`src/hdl/kpl_pkg.sv`:
```
package kpl_pkg;

  localparam int EVT_TYPE_W = 5;
  localparam int EVT_CODE_W = 10;
  localparam int EVT_VAL_W  = 10;
  localparam int KEY_W      = 4;
  localparam int DIGITS_W   = 3;
  localparam int VERDICT_W  = 2;
  localparam int FAIL_W     = 4;
  localparam int X_W        = 10;
  localparam int Y_W        = 9;
  localparam int PASS_W     = 24;
  localparam int LIMIT_W    = 4;
  localparam int CFG_IDX_W  = 1;
  localparam int CFG_DATA_W = 24;
  localparam int NUM_KEYS   = 12;

  localparam logic [EVT_TYPE_W-1:0] TYPE_ABS    = 5'd3;
  localparam logic [EVT_CODE_W-1:0] CODE_X      = 10'd0;
  localparam logic [EVT_CODE_W-1:0] CODE_Y      = 10'd1;
  localparam logic [EVT_CODE_W-1:0] CODE_TOUCH  = 10'd330;
  localparam logic [EVT_VAL_W-1:0]  VAL_RELEASE = 10'd0;

  localparam logic [KEY_W-1:0] KEY_LAST_DIGIT = 4'd9;
  localparam logic [KEY_W-1:0] KEY_BACK       = 4'd10;
  localparam logic [KEY_W-1:0] KEY_OK         = 4'd11;
  localparam logic [KEY_W-1:0] KEY_NONE       = 4'd12;

  localparam logic [VERDICT_W-1:0] VERDICT_ENTERING = 2'd0;
  localparam logic [VERDICT_W-1:0] VERDICT_WRONG    = 2'd2;

  localparam logic [CFG_IDX_W-1:0] CFG_PASSCODE = 1'b0;
  localparam logic [CFG_IDX_W-1:0] CFG_LIMIT    = 1'b1;

  localparam logic [PASS_W-1:0]  PASS_RESET  = 24'h147159;
  localparam logic [LIMIT_W-1:0] LIMIT_RESET = 4'd3;
  localparam logic [FAIL_W-1:0]  FAIL_MAX    = 4'd15;

  localparam logic [14:0] X_SCALE_MUL = 15'd25;
  localparam logic [23:0] Y_SCALE_MUL = 24'd13108;
  localparam logic [Y_W-1:0] Y_SAT    = 9'd511;

  typedef enum logic [1:0] {
    PH_ENTERING = 2'd0,
    PH_UNLOCKED = 2'd1,
    PH_LOCKED   = 2'd3
  } phase_t;

  typedef logic [X_W-1:0] bound_t;

  // x_lo, x_hi, y_lo, y_hi, exclusive, in priority order
  localparam bound_t KEY_AREA [NUM_KEYS][4] = '{
    '{10'd322, 10'd478, 10'd404, 10'd480}, '{10'd165, 10'd322, 10'd178, 10'd253},
    '{10'd322, 10'd478, 10'd178, 10'd253}, '{10'd478, 10'd636, 10'd178, 10'd253},
    '{10'd165, 10'd322, 10'd253, 10'd328}, '{10'd266, 10'd535, 10'd253, 10'd328},
    '{10'd536, 10'd800, 10'd253, 10'd328}, '{10'd165, 10'd322, 10'd328, 10'd404},
    '{10'd266, 10'd535, 10'd328, 10'd404}, '{10'd478, 10'd636, 10'd328, 10'd404},
    '{10'd165, 10'd322, 10'd404, 10'd480}, '{10'd478, 10'd636, 10'd404, 10'd480}
  };

  typedef struct packed {
    logic [KEY_W-1:0]     key_pressed;
    logic [DIGITS_W-1:0]  digits_entered;
    logic [VERDICT_W-1:0] verdict;
    logic [FAIL_W-1:0]    failure_count;
  } result_t;

endpackage

```
`src/hdl/kpl_in_if.sv`:
```
interface kpl_in_if import kpl_pkg::*; ();
  logic                  valid;
  logic                  ready;
  logic [EVT_TYPE_W-1:0] event_type;
  logic [EVT_CODE_W-1:0] event_code;
  logic [EVT_VAL_W-1:0]  event_value;

  modport source (output valid, event_type, event_code, event_value, input ready);
  modport sink   (input valid, event_type, event_code, event_value, output ready);
endinterface

```
`src/hdl/kpl_out_if.sv`:
```
interface kpl_out_if import kpl_pkg::*; ();
  logic                 valid;
  logic                 ready;
  logic [KEY_W-1:0]     key_pressed;
  logic [DIGITS_W-1:0]  digits_entered;
  logic [VERDICT_W-1:0] verdict;
  logic [FAIL_W-1:0]    failure_count;

  modport source (output valid, key_pressed, digits_entered, verdict, failure_count,
                  input ready);
  modport sink   (input valid, key_pressed, digits_entered, verdict, failure_count,
                  output ready);
endinterface

```
`src/hdl/kpl_key_decode.sv`:
```
module kpl_key_decode import kpl_pkg::*; (
  input  logic [X_W-1:0]   touch_x,
  input  logic [Y_W-1:0]   touch_y,
  output logic [KEY_W-1:0] key
);

  logic [X_W-1:0]      y_ext;
  logic [NUM_KEYS-1:0] hit;

  assign y_ext = {1'b0, touch_y};

  always_comb begin
    for (int k = 0; k < NUM_KEYS; k++) begin
      hit[k] = (touch_x > KEY_AREA[k][0]) && (touch_x < KEY_AREA[k][1]) &&
               (y_ext > KEY_AREA[k][2]) && (y_ext < KEY_AREA[k][3]);
    end
  end

  // lowest code wins
  always_comb begin
    key = KEY_NONE;
    for (int k = NUM_KEYS - 1; k >= 0; k--) begin
      if (hit[k]) begin
        key = KEY_W'(k);
      end
    end
  end

endmodule

```
`src/hdl/touch_keypad_code_lock.sv`:
```
// Result: a touch-release word taken into the input register passes to the result
//   register, and the result is held there until it is taken.
// Throughput: one event word per cycle, set by the single input-register to
//   result-register pass; a stalled result holds the input register, then the input.
// Reset: synchronous, active low; clears point, digit buffer, count, failures and
//   phase, and loads passcode 0x147159 and attempt limit 3.
module touch_keypad_code_lock import kpl_pkg::*; #(
  parameter int CODE_LENGTH = 6
) (
  input  logic                  clk,
  input  logic                  rst_n,
  kpl_in_if.sink                in_evt,
  kpl_out_if.source             out_res,
  input  logic                  cfg_we,
  input  logic [CFG_IDX_W-1:0]  cfg_idx,
  input  logic [CFG_DATA_W-1:0] cfg_wdata
);

  localparam int CNT_W = $clog2(CODE_LENGTH + 1);
  localparam int IDX_W = (CODE_LENGTH > 1) ? $clog2(CODE_LENGTH) : 1;
  localparam logic [CNT_W-1:0] CNT_FULL = CNT_W'(CODE_LENGTH);

  logic                  in_vld_r;
  logic [EVT_TYPE_W-1:0] type_r;
  logic [EVT_CODE_W-1:0] code_r;
  logic [EVT_VAL_W-1:0]  val_r;

  logic [PASS_W-1:0]  pass_r;
  logic [LIMIT_W-1:0] limit_r;
  logic [X_W-1:0]     x_r, x_nxt;
  logic [Y_W-1:0]     y_r, y_nxt;
  logic [KEY_W-1:0]   buf_r   [CODE_LENGTH];
  logic [KEY_W-1:0]   buf_nxt [CODE_LENGTH];
  logic [CNT_W-1:0]   cnt_r, cnt_nxt;
  logic [FAIL_W-1:0]  fail_r, fail_nxt;
  phase_t             phase_r, phase_nxt;

  logic    out_vld_r, out_vld_nxt;
  result_t res_r, res_nxt;

  logic                  adv, fire, release_evt;
  logic [14:0]           prod_x;
  logic [23:0]           prod_y;
  logic [X_W-1:0]        y_full;
  logic [KEY_W-1:0]      key;
  logic                  match;
  logic                  wrong;
  logic [31:0]           pass_ext;
  logic [VERDICT_W-1:0]  verdict;

  assign adv          = !out_vld_r || out_res.ready;
  assign in_evt.ready = !in_vld_r || adv;
  assign fire         = in_vld_r && adv;
  assign release_evt  = (code_r == CODE_TOUCH) && (val_r == VAL_RELEASE);

  always_ff @(posedge clk) begin
    if (!rst_n) begin
      in_vld_r <= 1'b0;
    end else if (in_evt.ready) begin
      in_vld_r <= in_evt.valid;
    end
  end

  always_ff @(posedge clk) begin
    if (in_evt.valid && in_evt.ready) begin
      type_r <= in_evt.event_type;
      code_r <= in_evt.event_code;
      val_r  <= in_evt.event_value;
    end
  end

  always_ff @(posedge clk) begin
    if (!rst_n) begin
      pass_r  <= PASS_RESET;
      limit_r <= LIMIT_RESET;
    end else if (cfg_we) begin
      unique case (cfg_idx)
        CFG_PASSCODE: pass_r  <= cfg_wdata[PASS_W-1:0];
        CFG_LIMIT:    limit_r <= cfg_wdata[LIMIT_W-1:0];
        default: ;
      endcase
    end
  end

  // x = v*25/32, y = v*4/5 through reciprocal 13108/2^14
  assign prod_x = {5'b0, val_r} * X_SCALE_MUL;
  assign prod_y = {14'b0, val_r} * Y_SCALE_MUL;
  assign y_full = prod_y[23:14];

  always_comb begin
    x_nxt = x_r;
    y_nxt = y_r;
    if (type_r == TYPE_ABS && code_r == CODE_X) begin
      x_nxt = prod_x[14:5];
    end
    if (type_r == TYPE_ABS && code_r == CODE_Y) begin
      y_nxt = (y_full > {1'b0, Y_SAT}) ? Y_SAT : y_full[Y_W-1:0];
    end
  end

  kpl_key_decode u_key_decode (
    .touch_x (x_r),
    .touch_y (y_r),
    .key     (key)
  );

  assign pass_ext = {8'b0, pass_r};

  always_comb begin
    buf_nxt = buf_r;
    cnt_nxt = cnt_r;
    if (release_evt && phase_r == PH_ENTERING) begin
      if (key <= KEY_LAST_DIGIT) begin
        if (cnt_r < CNT_FULL) begin
          buf_nxt[cnt_r[IDX_W-1:0]] = key;
          cnt_nxt = cnt_r + 1'b1;
        end
      end else if (key == KEY_BACK) begin
        if (cnt_r != '0) begin
          cnt_nxt = cnt_r - 1'b1;
        end
      end else if (key == KEY_OK) begin
        cnt_nxt = CNT_FULL;
      end
    end
  end

  always_comb begin
    match = 1'b1;
    for (int i = 0; i < CODE_LENGTH; i++) begin
      if (buf_nxt[i] != pass_ext[4*(CODE_LENGTH-1-i) +: 4]) begin
        match = 1'b0;
      end
    end
  end

  always_comb begin
    phase_nxt = phase_r;
    fail_nxt  = fail_r;
    verdict   = VERDICT_ENTERING;
    wrong     = 1'b0;
    if (release_evt && phase_r == PH_ENTERING && cnt_nxt >= CNT_FULL) begin
      if (match) begin
        phase_nxt = PH_UNLOCKED;
      end else begin
        if (fail_r < FAIL_MAX) begin
          fail_nxt = fail_r + 1'b1;
        end
        verdict = VERDICT_WRONG;
        wrong   = 1'b1;
        if (fail_nxt >= limit_r) begin
          phase_nxt = PH_LOCKED;
        end
      end
    end
    if (phase_nxt != PH_ENTERING) begin
      verdict = phase_nxt;
    end
  end

  logic [CNT_W-1:0] cnt_final;
  assign cnt_final = wrong ? '0 : cnt_nxt;

  always_ff @(posedge clk) begin
    if (!rst_n) begin
      x_r     <= '0;
      y_r     <= '0;
      cnt_r   <= '0;
      fail_r  <= '0;
      phase_r <= PH_ENTERING;
      for (int i = 0; i < CODE_LENGTH; i++) begin
        buf_r[i] <= '0;
      end
    end else if (fire) begin
      x_r     <= x_nxt;
      y_r     <= y_nxt;
      cnt_r   <= cnt_final;
      fail_r  <= fail_nxt;
      phase_r <= phase_nxt;
      buf_r   <= buf_nxt;
    end
  end

  always_comb begin
    res_nxt.key_pressed    = key;
    res_nxt.digits_entered = DIGITS_W'(cnt_final);
    res_nxt.verdict        = verdict;
    res_nxt.failure_count  = fail_nxt;
    out_vld_nxt            = out_vld_r;
    if (adv) begin
      out_vld_nxt = in_vld_r && release_evt;
    end
  end

  always_ff @(posedge clk) begin
    if (!rst_n) begin
      out_vld_r <= 1'b0;
    end else begin
      out_vld_r <= out_vld_nxt;
    end
  end

  always_ff @(posedge clk) begin
    if (fire) begin
      res_r <= res_nxt;
    end
  end

  assign out_res.valid          = out_vld_r;
  assign out_res.key_pressed    = res_r.key_pressed;
  assign out_res.digits_entered = res_r.digits_entered;
  assign out_res.verdict        = res_r.verdict;
  assign out_res.failure_count  = res_r.failure_count;

`ifndef SYNTHESIS
  a_final_phase_holds: assert property (@(posedge clk) disable iff (!rst_n)
    (phase_r != PH_ENTERING) |=> (phase_r == $past(phase_r) && $stable(fail_r)))
    else $error("phase or failures changed after unlock or lockout");

  a_fail_step: assert property (@(posedge clk) disable iff (!rst_n)
    1'b1 |=> (fail_r == $past(fail_r) || fail_r == $past(fail_r) + 1'b1))
    else $error("failure count jumped");

  a_cnt_range: assert property (@(posedge clk) disable iff (!rst_n)
    cnt_r <= CNT_FULL)
    else $error("digit count beyond code length");

  a_wrong_clears: assert property (@(posedge clk) disable iff (!rst_n)
    (out_res.valid && out_res.verdict == VERDICT_WRONG) |-> (out_res.digits_entered == '0))
    else $error("wrong code left digits in buffer");
`endif

endmodule
```
`src/flat_wrapper.sv`:
```
// flat-port wrapper written by rule: the top's interface ports become plain ports
module touch_keypad_code_lock_flat import kpl_pkg::*;
#(
  parameter int CODE_LENGTH = 6
)
  (clk, rst_n, cfg_we, cfg_idx, cfg_wdata, in_evt_valid, in_evt_event_type, in_evt_event_code, in_evt_event_value, in_evt_ready, out_res_valid, out_res_key_pressed, out_res_digits_entered, out_res_verdict, out_res_failure_count, out_res_ready);
  kpl_in_if in_evt_i ();
  kpl_out_if out_res_i ();
  input  logic clk;
  input  logic rst_n;
  input  logic cfg_we;
  input  logic [CFG_IDX_W-1:0] cfg_idx;
  input  logic [CFG_DATA_W-1:0] cfg_wdata;
  input wire logic [$bits(in_evt_i.valid)-1:0] in_evt_valid;
  input wire logic [$bits(in_evt_i.event_type)-1:0] in_evt_event_type;
  input wire logic [$bits(in_evt_i.event_code)-1:0] in_evt_event_code;
  input wire logic [$bits(in_evt_i.event_value)-1:0] in_evt_event_value;
  output wire logic [$bits(in_evt_i.ready)-1:0] in_evt_ready;
  output wire logic [$bits(out_res_i.valid)-1:0] out_res_valid;
  output wire logic [$bits(out_res_i.key_pressed)-1:0] out_res_key_pressed;
  output wire logic [$bits(out_res_i.digits_entered)-1:0] out_res_digits_entered;
  output wire logic [$bits(out_res_i.verdict)-1:0] out_res_verdict;
  output wire logic [$bits(out_res_i.failure_count)-1:0] out_res_failure_count;
  input wire logic [$bits(out_res_i.ready)-1:0] out_res_ready;
  assign in_evt_i.valid = in_evt_valid;
  assign in_evt_i.event_type = in_evt_event_type;
  assign in_evt_i.event_code = in_evt_event_code;
  assign in_evt_i.event_value = in_evt_event_value;
  assign in_evt_ready = in_evt_i.ready;
  assign out_res_valid = out_res_i.valid;
  assign out_res_key_pressed = out_res_i.key_pressed;
  assign out_res_digits_entered = out_res_i.digits_entered;
  assign out_res_verdict = out_res_i.verdict;
  assign out_res_failure_count = out_res_i.failure_count;
  assign out_res_i.ready = out_res_ready;
  touch_keypad_code_lock #(.CODE_LENGTH(CODE_LENGTH)) u_core (.clk(clk), .rst_n(rst_n), .in_evt(in_evt_i), .out_res(out_res_i), .cfg_we(cfg_we), .cfg_idx(cfg_idx), .cfg_wdata(cfg_wdata));
endmodule
```
`config.mk`:
```
export PLATFORM = sky130hd
export DESIGN_NAME = touch_keypad_code_lock_flat
export DESIGN_NICKNAME = d
export VERILOG_FILES = /design/src/hdl/kpl_pkg.sv /design/src/hdl/kpl_in_if.sv /design/src/hdl/kpl_out_if.sv /design/src/hdl/kpl_key_decode.sv /design/src/hdl/touch_keypad_code_lock.sv /design/src/flat_wrapper.sv
export SDC_FILE = /design/constraint.sdc
export NUM_CORES = 1
export LEC_CHECK = 0
export BUFFER_PORTS_ARGS = -buffer_cell sky130_fd_sc_hd__buf_2
export CELL_PAD_IN_SITES_DETAIL_PLACEMENT = 1
export CELL_PAD_IN_SITES_GLOBAL_PLACEMENT = 1
export CORE_MARGIN = 8
export CORE_UTILIZATION = 40
export DETAILED_ROUTE_END_ITERATION = 16
export PLACE_DENSITY_LB_ADDON = 0.08
export SLEW_MARGIN = 10
export SYNTH_ARGS = -nofsm -noshare
export SYNTH_HDL_FRONTEND = slang
export SYNTH_HIERARCHICAL = 1
export SYNTH_SLANG_ARGS = --single-unit
```
`constraint.sdc`:
```
create_clock -name clk -period 8.52 [get_ports clk]
set_clock_uncertainty 0.05 [all_clocks]
set_input_delay 0.426 -clock clk [delete_from_list [all_inputs] [get_ports clk]]
set_output_delay 0.426 -clock clk [all_outputs]
set_load 0.01 [all_outputs]
```
==> metrics.cfg <==
[global_route]
antenna_found_initial=0
grt-ovfl-total=0
grt_util_all_layers_pct=18.6
grt_max_degree=56
grt_pass1_wl_um=42000
grt_pass1_vias=7932

[pwr]
power.internal_mw=1.33
comb_power_share_pct=30.2
leakage_nw=4.33
clock_power_share_pct=38.2
p_sw_mw=0.631
powerDensity_nw_per_um2=193
swShare_pct=32.1
seq_power_share_pct=31.6
ir_drop_mv=0.119

[cells_and_area]
regArea_um2=2780
utilization_pct=45.5
syn2layout_area_growth_pct=13.4
fin_nets=1246
drive_above_1_share_pct=12.3
num-fill-cells=2639
multiInputGateArea_um2=5670
antennaDiodeCount=0

[run_status]
status=completed

[sta]
slew-limit-headroom_pct=25.3
setup_viol=0
post-route-period-util_pct=65.1
rsz0062_at_grt=no
tightest_slew_ps=1110
final_hold_viol_count=0
clock.fmax_ghz=0.180
drv_slew=0
setup_tns_ps=0
finalCriticalPeriod_ps=5540

[clock_network]
ctsResizeCount=0
clock_latency_ps=420
hold_buffers=0
cts_made_buffers=17
post_cts_buffers=0
cts_buffer_depth=2
clock-sinks=120
clk_pin_slew_ps=60
root_buffer=clkbuf_16
htree_levels=4
cts_tree=yes

[routing]
viasPerCell=5.50
routed_wl_um=25300
routedWlPerCell_um=18.5
via_count=7502
postRouteAntennaNets=0
drc=0
dr.pass1.iters=4
drt_iter0_markers=375

[place]
globalplace.congestion=0.841
io_buffers=69
dp_hpwl_um=19400

[logic_synthesis]
synth_edf_count=38
yosys_warnings=6
ys_top_cells_by_area=dfxtp_1 18%, ha_1 13%, edfxtp_1 13%
synth_area_per_cell_um2=8.88
synth_top_area_cell=dfxtp_1
synthArstFlopShare_pct=0
netlist-cell-type-count=85
ys_seq_elements=120
syn_nets=1190
seq_area_frac_synth_pct=31.0
synth_ff_type=dfxtp_1
netlist_area_um2=8980
synth_top_area_share_pct=18.3
synth.most_common_cell=inv_1
syn_inst=1011
synthTopCellsByCount=99 x inv_1, 93 x ha_1, 92 x nand2_1

[worst_setup_path]
startpoint_type=flip-flop
crit_path_max_fanout=17
cpPeakStageDelay_ps=800
critPathSlowestCell=nor4b_1
reg2reg_depth=14
cp.arrival_ps=5780
cp-end-kind=flip-flop
cp.required_ps=8760
criticalPathCategory=flip-flop to flip-flop
crit_chain=a211o_1 -> a31oi_1 -> nor4b_1 -> nor2_1 -> o32a_1 -> buf_4 -> o21ai_0 -> nand4b_1 -> nor4_4 -> mux2i_1 -> nor4_2 -> nand4_1 -> o41ai_1 -> a31o_1

[worst_hold_path]
hp-class=input port to flip-flop
min_path_cells=1

[floorplanning]
rows=55
die-height_um=166
core_area_um2=22400
start_util_pct=40.2
io_pins=70
dieArea_um2=27500
fp.dieW_um=166

[job]
drv_cap=0

[final cells by class]
cell class / count / area share [%]
flip-flops and latches: 120 / 27.3
well taps: 285 / 3.50
clock buffers: 20 / 4.53
repair buffers: 75 / 3.83
multi-input cells: 753 / 55.7
clock inverters: 12 / 1.45
inverters: 100 / 3.69
[metrics by stage]
stage	instances	area (um^2)	power [mW]	worst slack (ps)	hold slack, ps
2_1_floorplan	1011	8980	1.06	3710	386
3_3_place_gp	1333	9580	1.22	3160	395
3_5_place_dp	1333	9580	1.23	2990	403
4_1_cts	1365	10200	1.99	2980	105
5_1_grt	1365	10200	2.10	2550	106
6_report	1365	10200	1.97	2980	129
[registers in the layout (all words and copies together), names as in the netlist]
name / cells
u_core/cnt_r: 3
u_core/val_r: 10
u_core/out_res.valid: 1
u_core/y_r: 9
u_core/buf_r: 24
u_core/in_vld_r: 1
u_core/out_res.digits_entered: 3
u_core/phase_r: 2
u_core/x_r: 10
u_core/out_res.failure_count: 4
u_core/pass_r: 24
u_core/limit_r: 4
u_core/out_res.verdict: 2
u_core/out_res.key_pressed: 4
u_core/type_r: 5
u_core/fail_r: 4
u_core/code_r: 10
[logic make-up (layout without fill, tap and decap cells)]
family,after synthesis,in the layout,synth area share (%)
compound gates,210,210,15.4
xor+xnor,36,36,3.51
fa+ha+maj,124,124,19.9
buf+inv,138,207,6.09
flops,120,120,31.0
mux,42,42,4.70
simple gates,341,341,19.5
[per-layer routing]
metal  vias to the layer above  wire length [um]  global-route usage (%)
met1                      3611             13300                    26.7
li1                       3730                 -                       -
met5                         -                 0                       0
met4                         0               340                    4.94
met2                       134             10700                    27.8
met3                        27               968                    3.76
[cells in the final DEF, fill, tap and decap left out, types with 31 or more instances in the layout]
cell	count
nand2_1	92
dfxtp_1	82
edfxtp_1	38
mux2i_1	41
o21ai_0	35
nor2_1	86
inv_1	99
ha_1	93
buf_2	69
a21oi_1	66
fa_1	31
[final timing paths]
| kind | startpoint | end | slack (ps) |
|---|---|---|---|
| max | u_core/y_r[2] | u_core/out_res.failure_count[2] | 2980 |
| min | in_evt_event_value[0] | u_core/val_r[0] | 130 |
| max reg2reg | u_core/y_r[2] | u_core/out_res.failure_count[2] | 2980 |
| min reg2reg | u_core/pass_r[1] | u_core/pass_r[1] | 410 |
[critical path: cells and delay by family (launching register included)]
kind	cells	cell delay [ps]
simple gates	6	2880
flops	1	440
mux	1	180
buf+inv	1	210
compound gates	6	1650
[power by group through the flow]
| stage | combinational [mW] | sequential, mW | clock, mW |
|---|---|---|---|
| 4_1_cts | 0.603 | 0.621 | 0.770 |
| 3_3_place_gp | 0.585 | 0.632 | 0 |
| 5_1_grt | 0.684 | 0.623 | 0.790 |
| 6_report | 0.594 | 0.621 | 0.751 |
| 2_1_floorplan | 0.436 | 0.628 | 0 |
| 3_5_place_dp | 0.594 | 0.633 | 0 |
(Power assumes the default switching activity.)
